$ cat src/rtl/tss_pkg.sv
// shared types, field layout and constants of the tone and scale sequencer
package tss_pkg;

    // field widths of the stream items
    localparam int FREQ_W  = 20;
    localparam int DUTY_W  = 20;
    localparam int HUND_W  = 14;
    localparam int DUR_W   = 32;
    localparam int COUNT_W = 5;
    localparam int SLOT_W  = 4;
    localparam int MODE_W  = 2;
    localparam int ACT_W   = 3;
    localparam int RES_W   = 5;

    // input tdata layout, lowest bit first
    localparam int IN_FREQ_LSB  = 0;
    localparam int IN_HUND_LSB  = IN_FREQ_LSB + FREQ_W;
    localparam int IN_DUR_LSB   = IN_HUND_LSB + HUND_W;
    localparam int IN_COUNT_LSB = IN_DUR_LSB + DUR_W;
    localparam int IN_UP_LSB    = IN_COUNT_LSB + COUNT_W;
    localparam int IN_SLOT_LSB  = IN_UP_LSB + 1;
    localparam int IN_USED_W    = IN_SLOT_LSB + SLOT_W;
    localparam int IN_TDATA_W   = ((IN_USED_W + 7) / 8) * 8;

    // output tdata layout, lowest bit first
    localparam int OUT_FREQ_LSB = 0;
    localparam int OUT_DUTY_LSB = OUT_FREQ_LSB + FREQ_W;
    localparam int OUT_MODE_LSB = OUT_DUTY_LSB + DUTY_W;
    localparam int OUT_BUSY_LSB = OUT_MODE_LSB + MODE_W;
    localparam int OUT_REJ_LSB  = OUT_BUSY_LSB + 1;
    localparam int OUT_FIN_LSB  = OUT_REJ_LSB + 1;
    localparam int OUT_USED_W   = OUT_FIN_LSB + 1;
    localparam int OUT_TDATA_W  = ((OUT_USED_W + 7) / 8) * 8;

    // resolution limits
    localparam logic [RES_W-1:0] RES_MIN   = 5'd1;
    localparam logic [RES_W-1:0] RES_MAX   = 5'd20;
    localparam logic [RES_W-1:0] RES_RESET = 5'd10;

    // duty arithmetic: x / 10000 = (x >> 4) / 625, the latter by reciprocal
    localparam logic [HUND_W-1:0] HUND_FULL   = 14'd10000;
    localparam int                SCALED_W    = HUND_W + DUTY_W + 1;
    localparam int                QUOT_IN_W   = 30;
    localparam int                RECIP_W     = 31;
    localparam int                RECIP_SHIFT = 40;
    localparam logic [RECIP_W-1:0] RECIP_625  = 31'd1759218605;

    // defaults of the top level parameters
    localparam int NOTE_SLOTS_DEFAULT = 16;
    localparam int FREQ_BITS_DEFAULT  = 20;

    typedef enum logic [ACT_W-1:0] {
        ACT_TICK       = 3'd0,
        ACT_TONE_DUTY  = 3'd1,
        ACT_TONE_HALF  = 3'd2,
        ACT_SCALE      = 3'd3,
        ACT_STOP       = 3'd4,
        ACT_LOAD       = 3'd5
    } action_t;

    typedef enum logic [MODE_W-1:0] {
        MODE_OFF  = 2'd0,
        MODE_DUTY = 2'd1,
        MODE_HALF = 2'd2
    } mode_t;

endpackage

$ cat src/rtl/tss_duty.sv
// pwm compare values from the duty resolution: scaled duty and half scale
module tss_duty
(
    input  logic [tss_pkg::RES_W-1:0]  res,
    input  logic [tss_pkg::HUND_W-1:0] hund,
    output logic [tss_pkg::DUTY_W-1:0] duty_scaled,
    output logic [tss_pkg::DUTY_W-1:0] duty_half
);

    localparam int PROD_W = tss_pkg::QUOT_IN_W + tss_pkg::RECIP_W;

    logic [tss_pkg::RES_W-1:0]     res_eff;
    logic [tss_pkg::HUND_W-1:0]    hund_eff;
    logic [tss_pkg::SCALED_W-1:0]  scaled;
    logic [tss_pkg::QUOT_IN_W-1:0] quot_in;
    logic [PROD_W-1:0]             prod;

    // resolution 0 acts as 1, above the top acts as the top
    always_comb
    begin
        if (res < tss_pkg::RES_MIN)
            res_eff = tss_pkg::RES_MIN;
        else if (res > tss_pkg::RES_MAX)
            res_eff = tss_pkg::RES_MAX;
        else
            res_eff = res;
    end

    assign hund_eff = (hund > tss_pkg::HUND_FULL) ? tss_pkg::HUND_FULL : hund;

    // (2^r - 1) * h as a shift and a subtract
    assign scaled = (tss_pkg::SCALED_W'(hund_eff) << res_eff)
                  - tss_pkg::SCALED_W'(hund_eff);

    // divide by 16 first, then by 625 through the reciprocal (exact below 2^30)
    assign quot_in = scaled[tss_pkg::QUOT_IN_W+3:4];
    assign prod    = PROD_W'(quot_in) * PROD_W'(tss_pkg::RECIP_625);

    assign duty_scaled = prod[tss_pkg::RECIP_SHIFT +: tss_pkg::DUTY_W];
    assign duty_half   = tss_pkg::DUTY_W'(1) << (res_eff - tss_pkg::RES_MIN);

endmodule

$ cat src/rtl/tone_and_scale_sequencer.sv
// top level of the buzzer tone and scale sequencer
//
// usage:
//   each item on the slave stream is one command, selected by s_tuser: a
//   one-millisecond tick, a tone with a given duty, a tone at half scale,
//   a scale start over the note table, a stop, or a note table load.
//   every item gives exactly one result item on the master stream with the
//   sounding frequency, the pwm compare value, the drive mode and the
//   busy, rejected and finished flags.
//   the cfg channel writes the duty resolution in bits; write it only
//   while no item is in flight. cfg_ready is always high.
// registers and throughput:
//   an item lands in an input register, and from there its result moves
//   into the output register that drives m_tvalid. one item per cycle is
//   sustained while m_tready is high; the state update and the duty
//   multiply are combinational, and the note table read is prefetched.
// stalls and reset:
//   while m_tready is low the result holds and one more item is still
//   taken into the input register, then s_tready drops.
//   reset silences the block, empties both registers and sets resolution
//   to 10 bits; the note table keeps whatever it held and needs loading.
module tone_and_scale_sequencer
#(
    parameter int NOTE_SLOTS = tss_pkg::NOTE_SLOTS_DEFAULT,
    parameter int FREQ_BITS  = tss_pkg::FREQ_BITS_DEFAULT
)
(
    input  logic                             clk,
    input  logic                             rst_n,
    // config write: duty resolution
    input  logic                             cfg_valid,
    output logic                             cfg_ready,
    input  logic [tss_pkg::RES_W-1:0]        cfg_data,
    // command items
    input  logic                             s_tvalid,
    output logic                             s_tready,
    // frequency, duty_hundredths, duration_ms, note_count, direction_up, note_slot
    input  logic [tss_pkg::IN_TDATA_W-1:0]   s_tdata,
    // action
    input  logic [tss_pkg::ACT_W-1:0]        s_tuser,
    // result items
    output logic                             m_tvalid,
    input  logic                             m_tready,
    // tone_frequency, duty_value, drive_mode, busy_res, rejected, finished
    output logic [tss_pkg::OUT_TDATA_W-1:0]  m_tdata
);

    // kept frequency bits, table index and count widths
    localparam int TW   = (FREQ_BITS < tss_pkg::FREQ_W) ? FREQ_BITS : tss_pkg::FREQ_W;
    localparam int PW   = (NOTE_SLOTS > 1) ? $clog2(NOTE_SLOTS) : 1;
    localparam int CW   = $clog2(NOTE_SLOTS + 1);
    localparam int NW   = 9;
    localparam logic [NW-1:0] SLOTS_N = NW'(NOTE_SLOTS);
    localparam logic [tss_pkg::DUR_W-1:0] ELAPSED_MAX = '1;

    // input register
    logic                          in_valid_reg;
    tss_pkg::action_t              in_action_reg;
    logic [tss_pkg::FREQ_W-1:0]    in_freq_reg;
    logic [tss_pkg::HUND_W-1:0]    in_hund_reg;
    logic [tss_pkg::DUR_W-1:0]     in_dur_reg;
    logic [tss_pkg::COUNT_W-1:0]   in_count_reg;
    logic                          in_up_reg;
    logic [tss_pkg::SLOT_W-1:0]    in_slot_reg;

    // output register
    logic                          out_valid_reg;
    logic [tss_pkg::OUT_TDATA_W-1:0] out_data_reg;
    logic [tss_pkg::OUT_TDATA_W-1:0] out_data_next;

    // sequencer state
    logic [tss_pkg::RES_W-1:0]     res_reg;
    logic                          tone_reg,   tone_next;
    logic                          scale_reg,  scale_next;
    logic [TW-1:0]                 freq_reg,   freq_next;
    logic [tss_pkg::DUTY_W-1:0]    duty_reg,   duty_next;
    tss_pkg::mode_t                mode_reg,   mode_next;
    logic [tss_pkg::DUR_W-1:0]     elapsed_reg, elapsed_next;
    logic [tss_pkg::DUR_W-1:0]     period_reg, period_next;
    logic [PW-1:0]                 pos_reg,    pos_next;
    logic [CW-1:0]                 notes_reg,  notes_next;
    logic                          asc_reg,    asc_next;

    // note table and its prefetched read
    logic [TW-1:0]                 note_mem [NOTE_SLOTS];
    logic [TW-1:0]                 rd_data_reg;
    logic [PW-1:0]                 rd_addr;
    logic [PW-1:0]                 wr_addr;
    logic                          wr_en;
    logic                          rejected;
    logic                          finished;
    logic                          busy_now;

    logic                          advance;
    logic                          take_in;
    tss_pkg::action_t              s_action;
    logic [NW-1:0]                 s_count_n;
    logic [NW-1:0]                 in_count_n;
    logic [NW-1:0]                 in_slot_n;
    logic [tss_pkg::DUR_W-1:0]     elapsed_inc;
    logic                          period_done;
    logic [tss_pkg::DUTY_W-1:0]    duty_scaled;
    logic [tss_pkg::DUTY_W-1:0]    duty_half;

    tss_duty u_duty
    (
        .res         (res_reg),
        .hund        (in_hund_reg),
        .duty_scaled (duty_scaled),
        .duty_half   (duty_half)
    );

    // handshakes: input register refills as it drains
    assign advance   = in_valid_reg && (!out_valid_reg || m_tready);
    assign s_tready  = !in_valid_reg || advance;
    assign take_in   = s_tvalid && s_tready;
    assign cfg_ready = 1'b1;
    assign m_tvalid  = out_valid_reg;
    assign m_tdata   = out_data_reg;

    assign s_action  = tss_pkg::action_t'(s_tuser);

    // note counts clamped to the table depth
    always_comb
    begin
        s_count_n  = NW'(s_tdata[tss_pkg::IN_COUNT_LSB +: tss_pkg::COUNT_W]);
        if (s_count_n > SLOTS_N)
            s_count_n = SLOTS_N;
        in_count_n = NW'(in_count_reg);
        if (in_count_n > SLOTS_N)
            in_count_n = SLOTS_N;
    end

    assign in_slot_n   = NW'(in_slot_reg);
    assign busy_now    = tone_reg || scale_reg;
    assign elapsed_inc = (elapsed_reg == ELAPSED_MAX) ? elapsed_reg : elapsed_reg + 1'b1;
    assign period_done = elapsed_inc >= period_reg;

    // next state and the result of the item in the input register
    always_comb
    begin
        tone_next    = tone_reg;
        scale_next   = scale_reg;
        freq_next    = freq_reg;
        duty_next    = duty_reg;
        mode_next    = mode_reg;
        elapsed_next = elapsed_reg;
        period_next  = period_reg;
        pos_next     = pos_reg;
        notes_next   = notes_reg;
        asc_next     = asc_reg;
        rejected     = 1'b0;
        finished     = 1'b0;
        wr_en        = 1'b0;
        wr_addr      = PW'(in_slot_n);

        if (advance)
        begin
            unique case (in_action_reg)
                tss_pkg::ACT_TICK:
                begin
                    if (busy_now)
                    begin
                        elapsed_next = elapsed_inc;
                        if (period_done)
                        begin
                            // last note or end of tone: silence
                            if (tone_reg
                                || (asc_reg && (NW'(pos_reg) + 1'b1 >= NW'(notes_reg)))
                                || (!asc_reg && (pos_reg == '0)))
                            begin
                                tone_next  = 1'b0;
                                scale_next = 1'b0;
                                freq_next  = '0;
                                duty_next  = '0;
                                mode_next  = tss_pkg::MODE_OFF;
                                finished   = 1'b1;
                            end
                            else
                            begin
                                // step to the neighbor note, read ahead of time
                                pos_next     = asc_reg ? pos_reg + 1'b1 : pos_reg - 1'b1;
                                freq_next    = rd_data_reg;
                                duty_next    = duty_half;
                                mode_next    = tss_pkg::MODE_HALF;
                                elapsed_next = '0;
                            end
                        end
                    end
                end
                tss_pkg::ACT_TONE_DUTY, tss_pkg::ACT_TONE_HALF:
                begin
                    if (busy_now)
                        rejected = 1'b1;
                    else
                    begin
                        if (in_action_reg == tss_pkg::ACT_TONE_DUTY)
                        begin
                            duty_next = duty_scaled;
                            mode_next = tss_pkg::MODE_DUTY;
                        end
                        else
                        begin
                            duty_next = duty_half;
                            mode_next = tss_pkg::MODE_HALF;
                        end
                        freq_next    = in_freq_reg[TW-1:0];
                        elapsed_next = '0;
                        period_next  = in_dur_reg;
                        tone_next    = 1'b1;
                    end
                end
                tss_pkg::ACT_SCALE:
                begin
                    if (busy_now || (in_count_n == '0))
                        rejected = 1'b1;
                    else
                    begin
                        notes_next   = CW'(in_count_n);
                        period_next  = in_dur_reg;
                        asc_next     = in_up_reg;
                        pos_next     = in_up_reg ? '0 : PW'(in_count_n - 1'b1);
                        scale_next   = 1'b1;
                        freq_next    = rd_data_reg;
                        duty_next    = duty_half;
                        mode_next    = tss_pkg::MODE_HALF;
                        elapsed_next = '0;
                    end
                end
                tss_pkg::ACT_STOP:
                begin
                    tone_next  = 1'b0;
                    scale_next = 1'b0;
                    freq_next  = '0;
                    duty_next  = '0;
                    mode_next  = tss_pkg::MODE_OFF;
                end
                tss_pkg::ACT_LOAD:
                begin
                    wr_en = in_slot_n < SLOTS_N;
                end
                default:
                begin
                end
            endcase
        end

        out_data_next = '0;
        out_data_next[tss_pkg::OUT_FREQ_LSB +: tss_pkg::FREQ_W] = tss_pkg::FREQ_W'(freq_next);
        out_data_next[tss_pkg::OUT_DUTY_LSB +: tss_pkg::DUTY_W] = duty_next;
        out_data_next[tss_pkg::OUT_MODE_LSB +: tss_pkg::MODE_W] = mode_next;
        out_data_next[tss_pkg::OUT_BUSY_LSB] = tone_next || scale_next;
        out_data_next[tss_pkg::OUT_REJ_LSB]  = rejected;
        out_data_next[tss_pkg::OUT_FIN_LSB]  = finished;
    end

    // read address for the item being taken, from the state it will see
    always_comb
    begin
        if (s_action == tss_pkg::ACT_SCALE)
        begin
            if (s_tdata[tss_pkg::IN_UP_LSB])
                rd_addr = '0;
            else
                rd_addr = PW'(s_count_n - 1'b1);
        end
        else if (asc_next)
            rd_addr = pos_next + 1'b1;
        else
            rd_addr = pos_next - 1'b1;
    end

    // note table: write on a load, registered read with write bypass
    always_ff @(posedge clk)
    begin
        if (wr_en)
            note_mem[wr_addr] <= in_freq_reg[TW-1:0];
        if (take_in)
        begin
            if (wr_en && (wr_addr == rd_addr))
                rd_data_reg <= in_freq_reg[TW-1:0];
            else
                rd_data_reg <= note_mem[rd_addr];
        end
    end

    // payload registers
    always_ff @(posedge clk)
    begin
        if (take_in)
        begin
            in_action_reg <= s_action;
            in_freq_reg   <= s_tdata[tss_pkg::IN_FREQ_LSB  +: tss_pkg::FREQ_W];
            in_hund_reg   <= s_tdata[tss_pkg::IN_HUND_LSB  +: tss_pkg::HUND_W];
            in_dur_reg    <= s_tdata[tss_pkg::IN_DUR_LSB   +: tss_pkg::DUR_W];
            in_count_reg  <= s_tdata[tss_pkg::IN_COUNT_LSB +: tss_pkg::COUNT_W];
            in_up_reg     <= s_tdata[tss_pkg::IN_UP_LSB];
            in_slot_reg   <= s_tdata[tss_pkg::IN_SLOT_LSB  +: tss_pkg::SLOT_W];
        end
        if (advance)
            out_data_reg <= out_data_next;
    end

    // control and sequencer state
    always_ff @(posedge clk or negedge rst_n)
    begin
        if (!rst_n)
        begin
            in_valid_reg  <= 1'b0;
            out_valid_reg <= 1'b0;
            res_reg       <= tss_pkg::RES_RESET;
            tone_reg      <= 1'b0;
            scale_reg     <= 1'b0;
            freq_reg      <= '0;
            duty_reg      <= '0;
            mode_reg      <= tss_pkg::MODE_OFF;
            elapsed_reg   <= '0;
            period_reg    <= '0;
            pos_reg       <= '0;
            notes_reg     <= '0;
            asc_reg       <= 1'b1;
        end
        else
        begin
            if (take_in)
                in_valid_reg <= 1'b1;
            else if (advance)
                in_valid_reg <= 1'b0;

            if (advance)
                out_valid_reg <= 1'b1;
            else if (m_tready)
                out_valid_reg <= 1'b0;

            if (cfg_valid && cfg_ready)
                res_reg <= cfg_data;

            tone_reg    <= tone_next;
            scale_reg   <= scale_next;
            freq_reg    <= freq_next;
            duty_reg    <= duty_next;
            mode_reg    <= mode_next;
            elapsed_reg <= elapsed_next;
            period_reg  <= period_next;
            pos_reg     <= pos_next;
            notes_reg   <= notes_next;
            asc_reg     <= asc_next;
        end
    end

endmodule
$ cat config.mk
export PLATFORM = sky130hd
export DESIGN_NAME = tone_and_scale_sequencer
export DESIGN_NICKNAME = d
export VERILOG_FILES = /design/src/rtl/tss_pkg.sv /design/src/rtl/tss_duty.sv /design/src/rtl/tone_and_scale_sequencer.sv
export SDC_FILE = /design/constraint.sdc
export NUM_CORES = 2
export LEC_CHECK = 0
export BUFFER_PORTS_ARGS = -buffer_cell sky130_fd_sc_hd__buf_4
export CAP_MARGIN = 20
export CORE_AREA = 2 2 364 366
export CTS_CLUSTER_DIAMETER = 150
export DETAILED_ROUTE_END_ITERATION = 16
export DIE_AREA = 0 0 366 368
export HOLD_SLACK_MARGIN = 0.1
export SYNTH_ARGS = -nofsm -noshare
export SYNTH_HDL_FRONTEND = slang
export SYNTH_SLANG_ARGS = --single-unit
$ cat constraint.sdc
create_clock -name clk -period 16.9 [get_ports clk]
set_input_delay 2.535 -clock clk [delete_from_list [all_inputs] [get_ports clk]]
set_output_delay 2.535 -clock clk [all_outputs]
set_load 0.03 [all_outputs]
==> reports/summary.txt <==
Final Hold Fails: 0
Worst-path maximum fanout: 39
Detailed Place HPWL: 93.47 mm
Cells after synthesis: 4060
I/O pin total: 144
DP Worst Slack: 2228 ps
Crit path time final: 14280 ps
WHS Path Cells: 2
GRT Total Usage: 18.48%
Critical Path Source Type: flip-flop
Crit-path most repeated cell: fa_1
Status: finished, final reports clean
Final worst slack: 2620 ps
Post-route ant nets: 0
Crit path capture type: flip-flop
CTS Hold Bufs: 0
Layout fillers: 12.80k
CP required: 17230 ps
Clk root buf: clkbuf_16
WL/cell: 21.06 um
CTS clk-pin slew, worst paths: 70 ps
Reg with most FFs: note_mem
H-Tree Depth: 2
Layout cell share with drive strength beyond 1: 9.456%
Commonest non-fill, non-tap cell in the layout: inv_1
Post-synth top area cell: edfxtp_1
Worst Hold End: period_reg[12]
Max-cap violation count: 0
Max FFs per register: 320
FF-to-FF setup slack: 2620 ps
Sequential area share after synthesis: 37.50%
Slew @ Worst Pin: 1169 ps
Die W: 366 um
Top FF cell, synth: edfxtp_1
# setup viols final: 0
Grt total ovfl: 0
Worst EP arrival: 14610 ps
Syn Std Cell Area: 0.04550 mm^2
Port Buffers: 135
Worst Skew: 29.10 ps
CP max stage cell: o22ai_1
Initial antenna violation count: 5
Setup CP Type: reg -> reg
Top Usage Layer GRT: met2
Initial DRC count: 2335
DRC: 0
Die ar.: 0.1347 mm^2
Synthesis-stage register bit count: 589
Post-synth ARST share: 21.22%
Worst Hold Launch: in_dur_reg[12]
TritonCTS Sinks: 589
Tcrit/Tclk final: 84.50%
Final TNS setup: 0 ps
Yosys warns: 0
Multi-input gate area: 0.02526 mm^2
Final nets: 5059
Worst-case reg-to-reg path depth: 42
Grt met1 use: 24.46%
Buffer levels on the longest clock path: 3
Setup bufs post-CTS: 0
Via count: 30.71k
Unrepaired setup endpoints after global routing: no
Hold Crit Class: reg -> reg
TritonCTS clock tree: built
Synth area leaders: edfxtp_1 31%, fa_1 18%, ha_1 11%
GPL Wtd Cong: 0.9498
Global-route wire length before repair: 192.3 mm
Netlist cell types: 101
End of the worst register-to-register path: m_tdata[38]
Clk Latency, worst-skew pair: 640 ps
Largest net degree at the start of global routing: 151
Starting Density: 34.79%
RR Startpoint: res_reg[4]
Drt pass-1 iters: 5
Vias in the first global route: 31.39k
FMAX: 70.03 MHz
Most frequent cells in the layout: 704 x inv_1, 464 x edfxtp_1, 415 x fa_1
Drt total wl: 125.7 mm
Avg Inst Size Synth: 11.21 um^2
Area Growth Syn to Fin: 11.18%
Avg Vias per Cell: 5.146
Rel. slew slack: 22.07%
Seq. cell area: 0.01707 mm^2
Post-cts resize count: 0
Number of synthesized flops with an enable pin: 464
CTS Buf Count: 56
Post-synth top area share: 30.62%
Met3 usage: 2.326%
Slew Limit Fails: 0
M2 GR Usage: 31.35%
Floorplan core area: 0.1308 mm^2
Die height: 368 um
Crit-path max cell delay: 760 ps
Core Rows: 133
[worst max-delay path: cells and delay by family (launching register included)]
family / cells / cell delay [ps]
xor+xnor: 1 / 390
compound gates: 13 / 4210
flops: 1 / 320
fa+ha+maj: 10 / 4620
simple gates: 11 / 3180
buf+inv: 7 / 1250
[worst max path at each step]
| stage | slack, ps | endpoint | startpoint | depth (start not counted) |
|---|---|---|---|---|
| after floorplan | 5860 | m_tdata[29] | in_hund_reg[0] | 41 |
| after global placement | 2120 | m_tdata[38] | res_reg[4] | 41 |
| final | 2620 | m_tdata[38] | res_reg[4] | 42 |
| after global routing | 1710 | m_tdata[38] | res_reg[4] | 43 |
| after detailed placement | 2230 | m_tdata[38] | res_reg[4] | 41 |
| after CTS | 2200 | m_tdata[38] | res_reg[4] | 41 |
[Yosys cell counts, drive strengths merged, types with 46 or more instances]
cell,instances
edfxtp,464
o21ai,163
nor2b,46
xnor2,61
a21o,46
clkbuf,97
buf,59
mux2i,215
fa,415
dfrtp,122
inv,706
nand4,48
ha,390
nor2,132
a21oi,187
nand2,262
[cell families (layout without fill, tap and decap cells)]
logic type / Yosys count / count (layout) / synth area share, %
multiplexers: 245 / 245 / 5.521
adder cells (fa/ha/maj): 805 / 805 / 28.98
other: 2 / 7 / 0.01650
XOR/XNOR: 95 / 95 / 1.829
flip-flops: 589 / 589 / 37.50
AO/OA/AOI/OAI: 745 / 745 / 10.99
buffers and inverters: 863 / 1010 / 7.322
AND/OR/NAND/NOR: 716 / 716 / 7.834
[routing by layer]
| layer | share of wire (%) | wire, um | up-vias |
|---|---|---|---|
| met1 | 43 | 54360 | 15380 |
| met5 | 0 | 0 | - |
| met3 | 5.3 | 6719 | 200 |
| li1 | - | - | 14210 |
| met2 | 48 | 60590 | 914 |
| met4 | 3.2 | 4028 | 0 |
[area by class of cell]
type                            count  share of cell area (%)
Multi-Input combinational cell   2610                   49.92
Sequential cell                   589                   33.73
Inverter                          707                   5.246
Tap cell                         1755                   4.340
Clock buffer                       72                   3.069
Timing Repair Buffer              197                   2.968
Clock inverter                     34                  0.7098
Antenna cell                        3                 0.01484
[metrics by stage]
| step | std cells | util (%) | hold WS [ps] | area (um^2) |
|---|---|---|---|---|
| 5_1_grt | 5966 | 38.68 | 490.1 | 50590 |
| 2_1_floorplan | 4062 | - | 426.0 | 45510 |
| 3_3_place_gp | 5851 | 37.17 | 436.0 | 48610 |
| 4_1_cts | 5962 | 38.66 | 459.2 | 50570 |
| 6_report | 5967 | 38.68 | 446.7 | 50590 |
| 3_5_place_dp | 5856 | 37.20 | 445.2 | 48660 |
Power is left out: the tool's default activity adds up to more than one toggle a clock period on the data nets, which glitch-free logic cannot reach.
